<file path="src/eftp_pkg.sv">
// ----------------------------------------------------------------------------
// eftp_pkg: shared types and constants of the egress flow tuple parser.
// Holds the parse phases, protocol numbers and result classes.
// ----------------------------------------------------------------------------
package eftp_pkg;

  typedef enum logic [3:0] {
    PH_ETH     = 4'd0,
    PH_VLAN    = 4'd1,
    PH_IP4     = 4'd2,
    PH_IP4OPT  = 4'd3,
    PH_IP6     = 4'd4,
    PH_EXTOPT  = 4'd5,
    PH_EXTFRAG = 4'd6,
    PH_L4      = 4'd7,
    PH_TAIL    = 4'd8,
    PH_DONE    = 4'd9
  } phase_e;

  typedef enum logic [2:0] {
    KIND_NONE     = 3'd0,
    KIND_TCP_OPEN = 3'd1,
    KIND_TCP_RST  = 3'd2,
    KIND_TCP_OTH  = 3'd3,
    KIND_UDP      = 3'd4,
    KIND_SCTP     = 3'd5
  } kind_e;

  localparam logic [15:0] ETYPE_VLAN  = 16'h8100;
  localparam logic [15:0] ETYPE_QINQ  = 16'h88A8;
  localparam logic [15:0] ETYPE_IPV4  = 16'h0800;
  localparam logic [15:0] ETYPE_IPV6  = 16'h86DD;

  localparam logic [7:0] PROTO_HOP   = 8'd0;
  localparam logic [7:0] PROTO_TCP   = 8'd6;
  localparam logic [7:0] PROTO_UDP   = 8'd17;
  localparam logic [7:0] PROTO_ROUTE = 8'd43;
  localparam logic [7:0] PROTO_FRAG  = 8'd44;
  localparam logic [7:0] PROTO_DEST  = 8'd60;
  localparam logic [7:0] PROTO_SCTP  = 8'd132;

  localparam logic [15:0] V6_FRAG_OFS_MASK = 16'hFFF8;
  localparam logic [15:0] V4_MF_MASK       = 16'h2000;
  localparam logic [15:0] V4_OFS_MASK      = 16'h1FFF;
  localparam logic [7:0]  TCP_SYN          = 8'h02;
  localparam logic [7:0]  TCP_ACK          = 8'h10;
  localparam logic [7:0]  TCP_RST          = 8'h04;

endpackage

</file>
<file path="src/egress_flow_tuple_parser.sv">
// ----------------------------------------------------------------------------
// egress_flow_tuple_parser
// Byte-serial Ethernet/IP parser that captures the reversed five-tuple.
// ----------------------------------------------------------------------------
// The block takes one frame byte per cycle and never stalls its input while
// the result register is free or being drained, so the sustained rate is one
// item per clock. Each byte updates the registered parse state; on the
// byte marked end_of_frame one result is loaded into the output register,
// which is the only storage between the two sides. A non-final byte gives
// no result. The input stalls only when a finished result is still held and
// the output side stalls too.
module egress_flow_tuple_parser #(
  parameter int MAX_TAGS        = 4,
  parameter int MAX_EXT_HEADERS = 6,
  parameter int COUNT_BITS      = 16
) (
  input  logic        clk_i,
  input  logic        rst_ni,
  input  logic        in_valid_i,
  output logic        in_stall_o,
  input  logic [7:0]  pkt_byte_i,
  input  logic        end_of_frame_i,
  output logic        out_valid_o,
  input  logic        out_stall_i,
  output logic [2:0]  track_kind_o,
  output logic        is_ipv6_o,
  output logic [63:0] key_src_hi_o,
  output logic [63:0] key_src_lo_o,
  output logic [63:0] key_dst_hi_o,
  output logic [63:0] key_dst_lo_o,
  output logic [15:0] key_src_port_o,
  output logic [15:0] key_dst_port_o,
  output logic [7:0]  tcp_flag_bits_o
);

  localparam int TW = $clog2(MAX_TAGS + 2);
  localparam int EW = $clog2(MAX_EXT_HEADERS + 2);
  // Sums reach one bit past the counter plus the largest section (2048).
  localparam int SW = COUNT_BITS + 1;
  localparam logic [COUNT_BITS-1:0] CNT_MAX = {COUNT_BITS{1'b1}};

  // Parse state.
  logic [COUNT_BITS-1:0] cnt_q, cnt_d;
  eftp_pkg::phase_e      ph_q, ph_d;
  logic [15:0]           etype_q, etype_d;
  logic [TW-1:0]         tags_q, tags_d;
  logic [7:0]            proto_q, proto_d;
  logic [EW-1:0]         exts_q, exts_d;
  logic [COUNT_BITS-1:0] send_q, send_d;
  logic [COUNT_BITS-1:0] sbeg_q, sbeg_d;
  logic [15:0]           frag_q, frag_d;
  logic [63:0]           addr_q [4];
  logic [63:0]           addr_d [4];
  logic [15:0]           port_q [2];
  logic [15:0]           port_d [2];
  logic [7:0]            flag_q, flag_d;
  logic [2:0]            kind_q, kind_d;
  logic [5:0]            ip4len_q, ip4len_d;
  logic                  v6_q, v6_d;

  logic in_acc, out_acc;
  assign in_stall_o = out_valid_o && out_stall_i;
  assign in_acc     = in_valid_i && !in_stall_o;
  assign out_acc    = out_valid_o && !out_stall_i;

  // Per-byte parse step.
  always_comb begin
    logic [COUNT_BITS-1:0] rel;
    logic                  last;
    logic                  op_en;
    eftp_pkg::phase_e      op_ph;
    logic [COUNT_BITS-1:0] op_beg;
    logic [SW-1:0]         op_len;
    logic [SW-1:0]         op_end;
    logic                  disp;
    logic [7:0]            p;
    logic [7:0]            b;
    cnt_d = cnt_q; ph_d = ph_q; etype_d = etype_q; tags_d = tags_q;
    proto_d = proto_q; exts_d = exts_q; send_d = send_q; sbeg_d = sbeg_q;
    frag_d = frag_q; addr_d = addr_q; port_d = port_q; flag_d = flag_q;
    kind_d = kind_q; ip4len_d = ip4len_q; v6_d = v6_q;
    b      = pkt_byte_i;
    rel    = cnt_q - sbeg_q;
    last   = (cnt_q + 1'b1) == send_q;
    op_en  = 1'b0;
    op_ph  = eftp_pkg::PH_DONE;
    op_beg = send_q;
    op_len = '0;
    op_end = '0;
    disp   = 1'b0;
    p      = proto_q;

    if (cnt_q != CNT_MAX) begin
      if (ph_q == eftp_pkg::PH_IP6 || ph_q == eftp_pkg::PH_ETH) begin
        v6_d = (ph_q == eftp_pkg::PH_IP6);
      end
      case (ph_q)
        eftp_pkg::PH_ETH, eftp_pkg::PH_VLAN: begin
          if (rel + 2'd2 == send_q - sbeg_q) begin
            etype_d = {b, 8'h00};
          end else if (last) begin
            etype_d = {etype_q[15:8], b};
          end
          if (last) begin
            if (ph_q == eftp_pkg::PH_VLAN) tags_d = tags_q + 1'b1;
            if (etype_d == eftp_pkg::ETYPE_VLAN || etype_d == eftp_pkg::ETYPE_QINQ) begin
              if (32'(tags_d) >= MAX_TAGS) ph_d = eftp_pkg::PH_DONE;
              else begin
                op_en = 1'b1; op_ph = eftp_pkg::PH_VLAN; op_len = SW'(4);
              end
            end else if (etype_d == eftp_pkg::ETYPE_IPV4) begin
              op_en = 1'b1; op_ph = eftp_pkg::PH_IP4; op_len = SW'(20);
            end else if (etype_d == eftp_pkg::ETYPE_IPV6) begin
              op_en = 1'b1; op_ph = eftp_pkg::PH_IP6; op_len = SW'(40);
            end else begin
              ph_d = eftp_pkg::PH_DONE;
            end
          end
        end
        eftp_pkg::PH_IP4: begin
          if (rel == '0) ip4len_d = {b[3:0], 2'b00};
          else if (rel == COUNT_BITS'(6)) frag_d = {b, 8'h00};
          else if (rel == COUNT_BITS'(7)) frag_d = {frag_q[15:8], b};
          else if (rel == COUNT_BITS'(9)) begin
            proto_d = b; p = b;
          end else if (rel >= COUNT_BITS'(12) && rel < COUNT_BITS'(16))
            addr_d[3] = {addr_q[3][55:0], b};
          else if (rel >= COUNT_BITS'(16) && rel < COUNT_BITS'(20))
            addr_d[1] = {addr_q[1][55:0], b};
          if (last) begin
            if (ip4len_d < 6'd20 ||
                (frag_d & (eftp_pkg::V4_MF_MASK | eftp_pkg::V4_OFS_MASK)) != '0) begin
              ph_d = eftp_pkg::PH_DONE;
            end else if (ip4len_d > 6'd20) begin
              op_en = 1'b1; op_ph = eftp_pkg::PH_IP4OPT;
              op_beg = sbeg_q; op_len = SW'(ip4len_d);
            end else begin
              disp = 1'b1;
            end
          end
        end
        eftp_pkg::PH_IP4OPT: begin
          if (last) disp = 1'b1;
        end
        eftp_pkg::PH_IP6: begin
          if (rel == COUNT_BITS'(6)) begin
            proto_d = b; p = b;
          end else if (rel >= COUNT_BITS'(8) && rel < COUNT_BITS'(16))
            addr_d[2] = {addr_q[2][55:0], b};
          else if (rel >= COUNT_BITS'(16) && rel < COUNT_BITS'(24))
            addr_d[3] = {addr_q[3][55:0], b};
          else if (rel >= COUNT_BITS'(24) && rel < COUNT_BITS'(32))
            addr_d[0] = {addr_q[0][55:0], b};
          else if (rel >= COUNT_BITS'(32) && rel < COUNT_BITS'(40))
            addr_d[1] = {addr_q[1][55:0], b};
          if (last) disp = 1'b1;
        end
        eftp_pkg::PH_EXTOPT: begin
          if (rel == '0) begin
            proto_d = b;
          end else if (rel == COUNT_BITS'(1)) begin
            op_en = 1'b1; op_ph = eftp_pkg::PH_EXTOPT; op_beg = sbeg_q;
            op_len = SW'({({1'b0, b} + 9'd1), 3'b000});
          end else if (last) begin
            disp = 1'b1;
          end
        end
        eftp_pkg::PH_EXTFRAG: begin
          if (rel == '0) begin
            proto_d = b; p = b;
          end else if (rel == COUNT_BITS'(2)) frag_d = {b, 8'h00};
          else if (rel == COUNT_BITS'(3)) frag_d = {frag_q[15:8], b};
          if (last) begin
            if ((frag_d & eftp_pkg::V6_FRAG_OFS_MASK) != '0) ph_d = eftp_pkg::PH_DONE;
            else disp = 1'b1;
          end
        end
        eftp_pkg::PH_L4: begin
          if (rel == '0 || rel == COUNT_BITS'(1))
            port_d[1] = {port_q[1][7:0], b};
          else if (rel == COUNT_BITS'(2) || rel == COUNT_BITS'(3))
            port_d[0] = {port_q[0][7:0], b};
          else if (rel == COUNT_BITS'(13) && proto_q == eftp_pkg::PROTO_TCP)
            flag_d = b;
          if (last) begin
            if (proto_q == eftp_pkg::PROTO_TCP) begin
              if ((flag_d & eftp_pkg::TCP_SYN) != '0 && (flag_d & eftp_pkg::TCP_ACK) == '0)
                kind_d = eftp_pkg::KIND_TCP_OPEN;
              else if ((flag_d & eftp_pkg::TCP_RST) != '0)
                kind_d = eftp_pkg::KIND_TCP_RST;
              else
                kind_d = eftp_pkg::KIND_TCP_OTH;
            end else if (proto_q == eftp_pkg::PROTO_UDP) begin
              kind_d = eftp_pkg::KIND_UDP;
            end else begin
              kind_d = eftp_pkg::KIND_SCTP;
            end
            ph_d = eftp_pkg::PH_TAIL;
          end
        end
        default: ;
      endcase

      // Dispatch on the next protocol number once a header is complete.
      if (disp) begin
        if (p == eftp_pkg::PROTO_TCP) begin
          op_en = 1'b1; op_ph = eftp_pkg::PH_L4; op_len = SW'(20);
        end else if (p == eftp_pkg::PROTO_UDP) begin
          op_en = 1'b1; op_ph = eftp_pkg::PH_L4; op_len = SW'(8);
        end else if (p == eftp_pkg::PROTO_SCTP) begin
          op_en = 1'b1; op_ph = eftp_pkg::PH_L4; op_len = SW'(4);
        end else if (v6_d && (p == eftp_pkg::PROTO_HOP || p == eftp_pkg::PROTO_ROUTE ||
                              p == eftp_pkg::PROTO_DEST || p == eftp_pkg::PROTO_FRAG)) begin
          if (32'(exts_q) >= MAX_EXT_HEADERS) ph_d = eftp_pkg::PH_DONE;
          else begin
            exts_d = exts_q + 1'b1;
            op_en  = 1'b1;
            if (p == eftp_pkg::PROTO_FRAG) begin
              op_ph = eftp_pkg::PH_EXTFRAG; op_len = SW'(8);
            end else begin
              op_ph = eftp_pkg::PH_EXTOPT; op_len = SW'(2);
            end
          end
        end else begin
          ph_d = eftp_pkg::PH_DONE;
        end
      end

      // Open a new section unless it would run past the saturated count.
      op_end = SW'(op_beg) + op_len;
      if (op_en) begin
        if (op_end > SW'(CNT_MAX)) ph_d = eftp_pkg::PH_DONE;
        else begin
          ph_d   = op_ph;
          sbeg_d = op_beg;
          send_d = op_end[COUNT_BITS-1:0];
        end
      end
      cnt_d = cnt_q + 1'b1;
    end
  end

  // Parse state registers; a frame's last byte restores the reset values.
  always_ff @(posedge clk_i or negedge rst_ni) begin
    if (!rst_ni) begin
      cnt_q <= '0; ph_q <= eftp_pkg::PH_ETH; etype_q <= '0; tags_q <= '0;
      proto_q <= '0; exts_q <= '0; send_q <= COUNT_BITS'(14); sbeg_q <= '0;
      frag_q <= '0; flag_q <= '0; kind_q <= '0; ip4len_q <= '0; v6_q <= 1'b0;
      for (int i = 0; i < 4; i++) addr_q[i] <= '0;
      port_q[0] <= '0; port_q[1] <= '0;
    end else if (in_acc) begin
      if (end_of_frame_i) begin
        cnt_q <= '0; ph_q <= eftp_pkg::PH_ETH; etype_q <= '0; tags_q <= '0;
        proto_q <= '0; exts_q <= '0; send_q <= COUNT_BITS'(14); sbeg_q <= '0;
        frag_q <= '0; flag_q <= '0; kind_q <= '0; ip4len_q <= '0; v6_q <= 1'b0;
        for (int i = 0; i < 4; i++) addr_q[i] <= '0;
        port_q[0] <= '0; port_q[1] <= '0;
      end else begin
        cnt_q <= cnt_d; ph_q <= ph_d; etype_q <= etype_d; tags_q <= tags_d;
        proto_q <= proto_d; exts_q <= exts_d; send_q <= send_d; sbeg_q <= sbeg_d;
        frag_q <= frag_d; flag_q <= flag_d; kind_q <= kind_d; ip4len_q <= ip4len_d;
        v6_q <= v6_d; addr_q <= addr_d; port_q <= port_d;
      end
    end
  end

  // Result register.
  logic hit;
  assign hit = (ph_d == eftp_pkg::PH_TAIL);

  always_ff @(posedge clk_i or negedge rst_ni) begin
    if (!rst_ni) begin
      out_valid_o <= 1'b0;
    end else if (in_acc && end_of_frame_i) begin
      out_valid_o <= 1'b1;
    end else if (out_acc) begin
      out_valid_o <= 1'b0;
    end
  end

  always_ff @(posedge clk_i) begin
    if (in_acc && end_of_frame_i) begin
      track_kind_o    <= hit ? kind_d : eftp_pkg::KIND_NONE;
      is_ipv6_o       <= hit && v6_d;
      key_src_hi_o    <= hit ? addr_d[0] : '0;
      key_src_lo_o    <= hit ? addr_d[1] : '0;
      key_dst_hi_o    <= hit ? addr_d[2] : '0;
      key_dst_lo_o    <= hit ? addr_d[3] : '0;
      key_src_port_o  <= hit ? port_d[0] : '0;
      key_dst_port_o  <= hit ? port_d[1] : '0;
      tcp_flag_bits_o <= hit ? flag_d : '0;
    end
  end

  // Checks on the parser's own logic.
  a_no_accept_when_full: assert property (@(posedge clk_i) disable iff (!rst_ni)
    (out_valid_o && out_stall_i) |-> !in_acc) else $error("accepted into full result");
  a_eof_gives_result: assert property (@(posedge clk_i) disable iff (!rst_ni)
    (in_acc && end_of_frame_i) |=> out_valid_o) else $error("lost result");
  a_eof_restarts: assert property (@(posedge clk_i) disable iff (!rst_ni)
    (in_acc && end_of_frame_i) |=> (cnt_q == '0 && ph_q == eftp_pkg::PH_ETH))
    else $error("frame state not cleared");
  a_none_zero: assert property (@(posedge clk_i) disable iff (!rst_ni)
    (out_valid_o && track_kind_o == eftp_pkg::KIND_NONE) |->
    (key_src_port_o == '0 && tcp_flag_bits_o == '0 && !is_ipv6_o))
    else $error("class none with payload");

endmodule

</file>
<file path="config.mk">
export PLATFORM = sky130hd
export DESIGN_NAME = egress_flow_tuple_parser
export DESIGN_NICKNAME = d
export VERILOG_FILES = /design/src/eftp_pkg.sv /design/src/egress_flow_tuple_parser.sv
export SDC_FILE = /design/constraint.sdc
export NUM_CORES = 2
export LEC_CHECK = 0
export ABC_AREA = 1
export BUFFER_PORTS_ARGS = -buffer_cell sky130_fd_sc_hd__buf_2
export CAP_MARGIN = 15
export CELL_PAD_IN_SITES_DETAIL_PLACEMENT = 0
export CELL_PAD_IN_SITES_GLOBAL_PLACEMENT = 1
export CORE_MARGIN = 1
export CORE_UTILIZATION = 35
export CTS_BUF_LIST = sky130_fd_sc_hd__clkbuf_2
export DETAILED_ROUTE_END_ITERATION = 6
export PLACE_DENSITY_LB_ADDON = 0.1
export SKIP_CTS_REPAIR_TIMING = 1
export SYNTH_ARGS = -nofsm -noshare
export SYNTH_HDL_FRONTEND = slang
export SYNTH_SLANG_ARGS = --single-unit
</file>
<file path="constraint.sdc">
create_clock -name clk_i -period 40.6 [get_ports clk_i]
set_input_delay 8.12 -clock clk_i [delete_from_list [all_inputs] [get_ports clk_i]]
set_output_delay 8.12 -clock clk_i [all_outputs]
set_load 0.01 [all_outputs]
</file>
==> key figures <==
Status
  • Status: finished with violations
  • Failing checks: DRC

Logic synthesis
  • Count of cell types in the netlist: 66
  • Number of synthesized register bits: 705
  • Dominant synthesized flop cell: dfrtp_1
  • Seq/Total Area, Yosys: 45.7%
  • Mapped Nets: 4995
  • Post-synth EDFFs: 300
  • Mean Syn Cell Area: 8.49 um2
  • Synthesized area: 41900 um2
  • Mapped Cells: 4932
  • Yosys Warn Count: 0
  • FFs w/ async S/R, synth: 57.4%

Routing
  • Post-route DRC: 2
  • Routed wire per std cell: 20.7 um
  • DR vias: 36402
  • Max Used Layer: met5
  • Met3 WL: 7.65 mm
  • 1st-pass router iterations: 7
  • Vias/cell: 5.23
  • Starting DRT DRC Count: 2642
  • Post-route ant nets: 0
  • Detailed-routing wirelength on met1: 67.8 mm
  • Post-Route WL: 144 mm
  • Metal2 WL: 64.7 mm

Floorplan
  • Row count: 126
  • Die W: 348 um
  • Core area: 118000 um2
  • Num ports: 315
  • Die area: 121000 um2
  • Starting density of the core: 35.4%
  • Die height: 348 um

GRT
  • Vias in the first global route: 35878
  • GRT Util Overall: 23.6%
  • Largest net degree at the start of global routing: 171
  • Antenna violations before repair: 8
  • GRT overflow: 0
  • First-pass GRT wire length: 221 mm

Clock network
  • H-Tree Level Count: 4
  • Skew-Pair Late Insertion Delay: 1.70 ns
  • Total clock sinks: 705
  • CTS Buf Count: 200
  • Root buffer cell: clkbuf_2
  • TritonCTS clock tree: built
  • Clk buf depth: 3
  • Clk slew on worst S/H paths: 0.10 ns

Pwr
  • Psw: 1.43 mW
  • Total Power: 2.69 mW
  • Leak: 18.3 nW
  • Peak supply drop: 0.0000926 V
  • Sw Share: 53.2%
  • Internal power: 1.26 mW
  • Logic pwr share: 47.8%
  • Pwr dens: 58.8 nW/um2
  • Reg power frac: 31.2%
  • Clk pwr share: 21.0%

Cells and area
  • Share of layout cells above drive strength 1: 21.3%
  • Most frequent cells in the layout: 926 x nand2_1, 634 x o21ai_0, 566 x inv_1
  • Synth-to-Final Area Change: 9.32%
  • Post-layout utilization of the core: 38.7%
  • Fillers: 12397
  • Commonest non-fill, non-tap cell in the layout: nand2_1
  • Net count, final: 5236
  • Multi-input gate area: 18500 um2
  • FF+latch area: 19100 um2

Hold path
  • Hold EP: tags_q[0]
  • Hold WC Path Type: reg -> reg
  • Hold path depth: 1
  • Hold path startpoint: tags_q[0]

Critical path
  • FF-to-FF path depth: 50
  • Critical Path AT: 8.49 ns
  • Worst setup EP type: output pin
  • Crit path max fanout: 3
  • Worst r2r src: cnt_q[0]
  • Crit start category: primary input
  • Critical path class: in -> out
  • CP Data Required Time: 32.48 ns
  • Critical R2R Capture: key_src_lo_o[63]
  • Critical Path Source: out_stall_i
  • R2R setup slack: 29.54 ns

Job
  • # Max-Cap Violations: 0

Timing
  • Fmax: 60.2 MHz
  • Least-Margin Pin Slew: 1.18 ns
  • Setup Skew: 0.132 ns
  • Period minus WS final: 16.61 ns
  • Fin worst setup slack: 23.99 ns
  • Final Hold Violating Endpoints: 0
  • Rel. slew slack: 21.3%
  • Pins Over Slew Limit: 0
  • Period utilisation layout: 40.9%
  • Setup TNS: 0 ns
  • Unrepaired setup endpoints after global routing: false
  • Final setup fails: 0

Placement
  • # port buffers: 314
  • Worst slack, placed: 23.98 ns
  • Dpl hpwl: 94.0 mm
  • Placer Congestion: 0.913
==> routing by layer <==
metal  up-vias  GRT usage, %
met4        12          8.06
met3       224          4.24
met5         -             0
met1     17502          33.4
met2      1030          36.1
li1      17634             -
==> flip-flops by register name (all words and copies together) (netlist names), 4 cells and up <==
signal and count:
port_q 32, key_dst_lo_o 64, flag_q 8, key_src_hi_o 64
send_q 16, key_src_port_o 16, tcp_flag_bits_o 8, cnt_q 16
key_src_lo_o 64, ph_q 4, key_dst_hi_o 64, addr_q 256
etype_q 16, key_dst_port_o 16, frag_q 16, proto_q 8
ip4len_q 6, sbeg_q 16
==> cell families after synthesis <==
logic type | count (synthesis) | share of synthesized area (%)
simple gates | 1813 | 23.1
compound gates | 1409 | 18.4
buf+inv | 918 | 10.4
flops | 705 | 45.7
fa+ha+maj | 50 | 1.55
xor+xnor | 37 | 0.824
==> Yosys cell counts (32+ instances only) <==
master    number  area share [%]
nand2_1      928             8.3
nand4_1       58            0.87
a21oi_1      360             4.3
o21ai_0      634             7.6
nor3_2       301             7.2
inv_1        569             5.1
ha_1          47             1.4
nor2_1       180             1.6
o22ai_1      326             4.9
nand3_1      207             2.5
dfrtp_1      402              24
edfxtp_1     300              22
buf_12        32             1.5
clkbuf_1     213             1.9
==> final cells by class <==
class	count	share of cell area (%)
antenna	7	0.0383
clock buffer	318	3.48
clock inverter	58	0.751
inverter	596	4.93
multi-input combinational	3309	40.3
sequential	705	41.8
tap	1600	4.37
timing repair buffer	361	4.31
==> stage by stage <==
stage | instance area, um2 | hold slack [ns] | cells
2_1_floorplan | 41900 | 0.444 | 4932
3_3_place_gp | 43800 | 0.462 | 6571
3_5_place_dp | 43800 | 0.469 | 6571
4_1_cts | 45800 | 0.484 | 6947
5_1_grt | 45800 | 0.507 | 6954
6_report | 45800 | 0.484 | 6954
==> worst max-delay path by stage <==
| stage | to | slack, ns |
|---|---|---|
| final | in_stall_o | 23.99 |
| after global placement | in_stall_o | 23.99 |
| after floorplan | tags_q[0] | 16.00 |
| after CTS | in_stall_o | 23.98 |
| after global routing | in_stall_o | 23.96 |
| after detailed placement | in_stall_o | 23.98 |
==> critical path: stages <==
cell,delay (ns)
buf_2,0.09
nand2_1,0.09
inv_1,0.05
buf_2,0.13
==> power by group through the flow <==
stage	combinational, mW	sequential (mW)	clock [mW]
6_report	1.29	0.841	0.565
5_1_grt	1.40	0.848	0.628
4_1_cts	1.29	0.841	0.592
3_5_place_dp	1.29	0.856	0
3_3_place_gp	1.29	0.856	0
2_1_floorplan	1.28	0.856	0
Power figures use the tool's default switching activity.
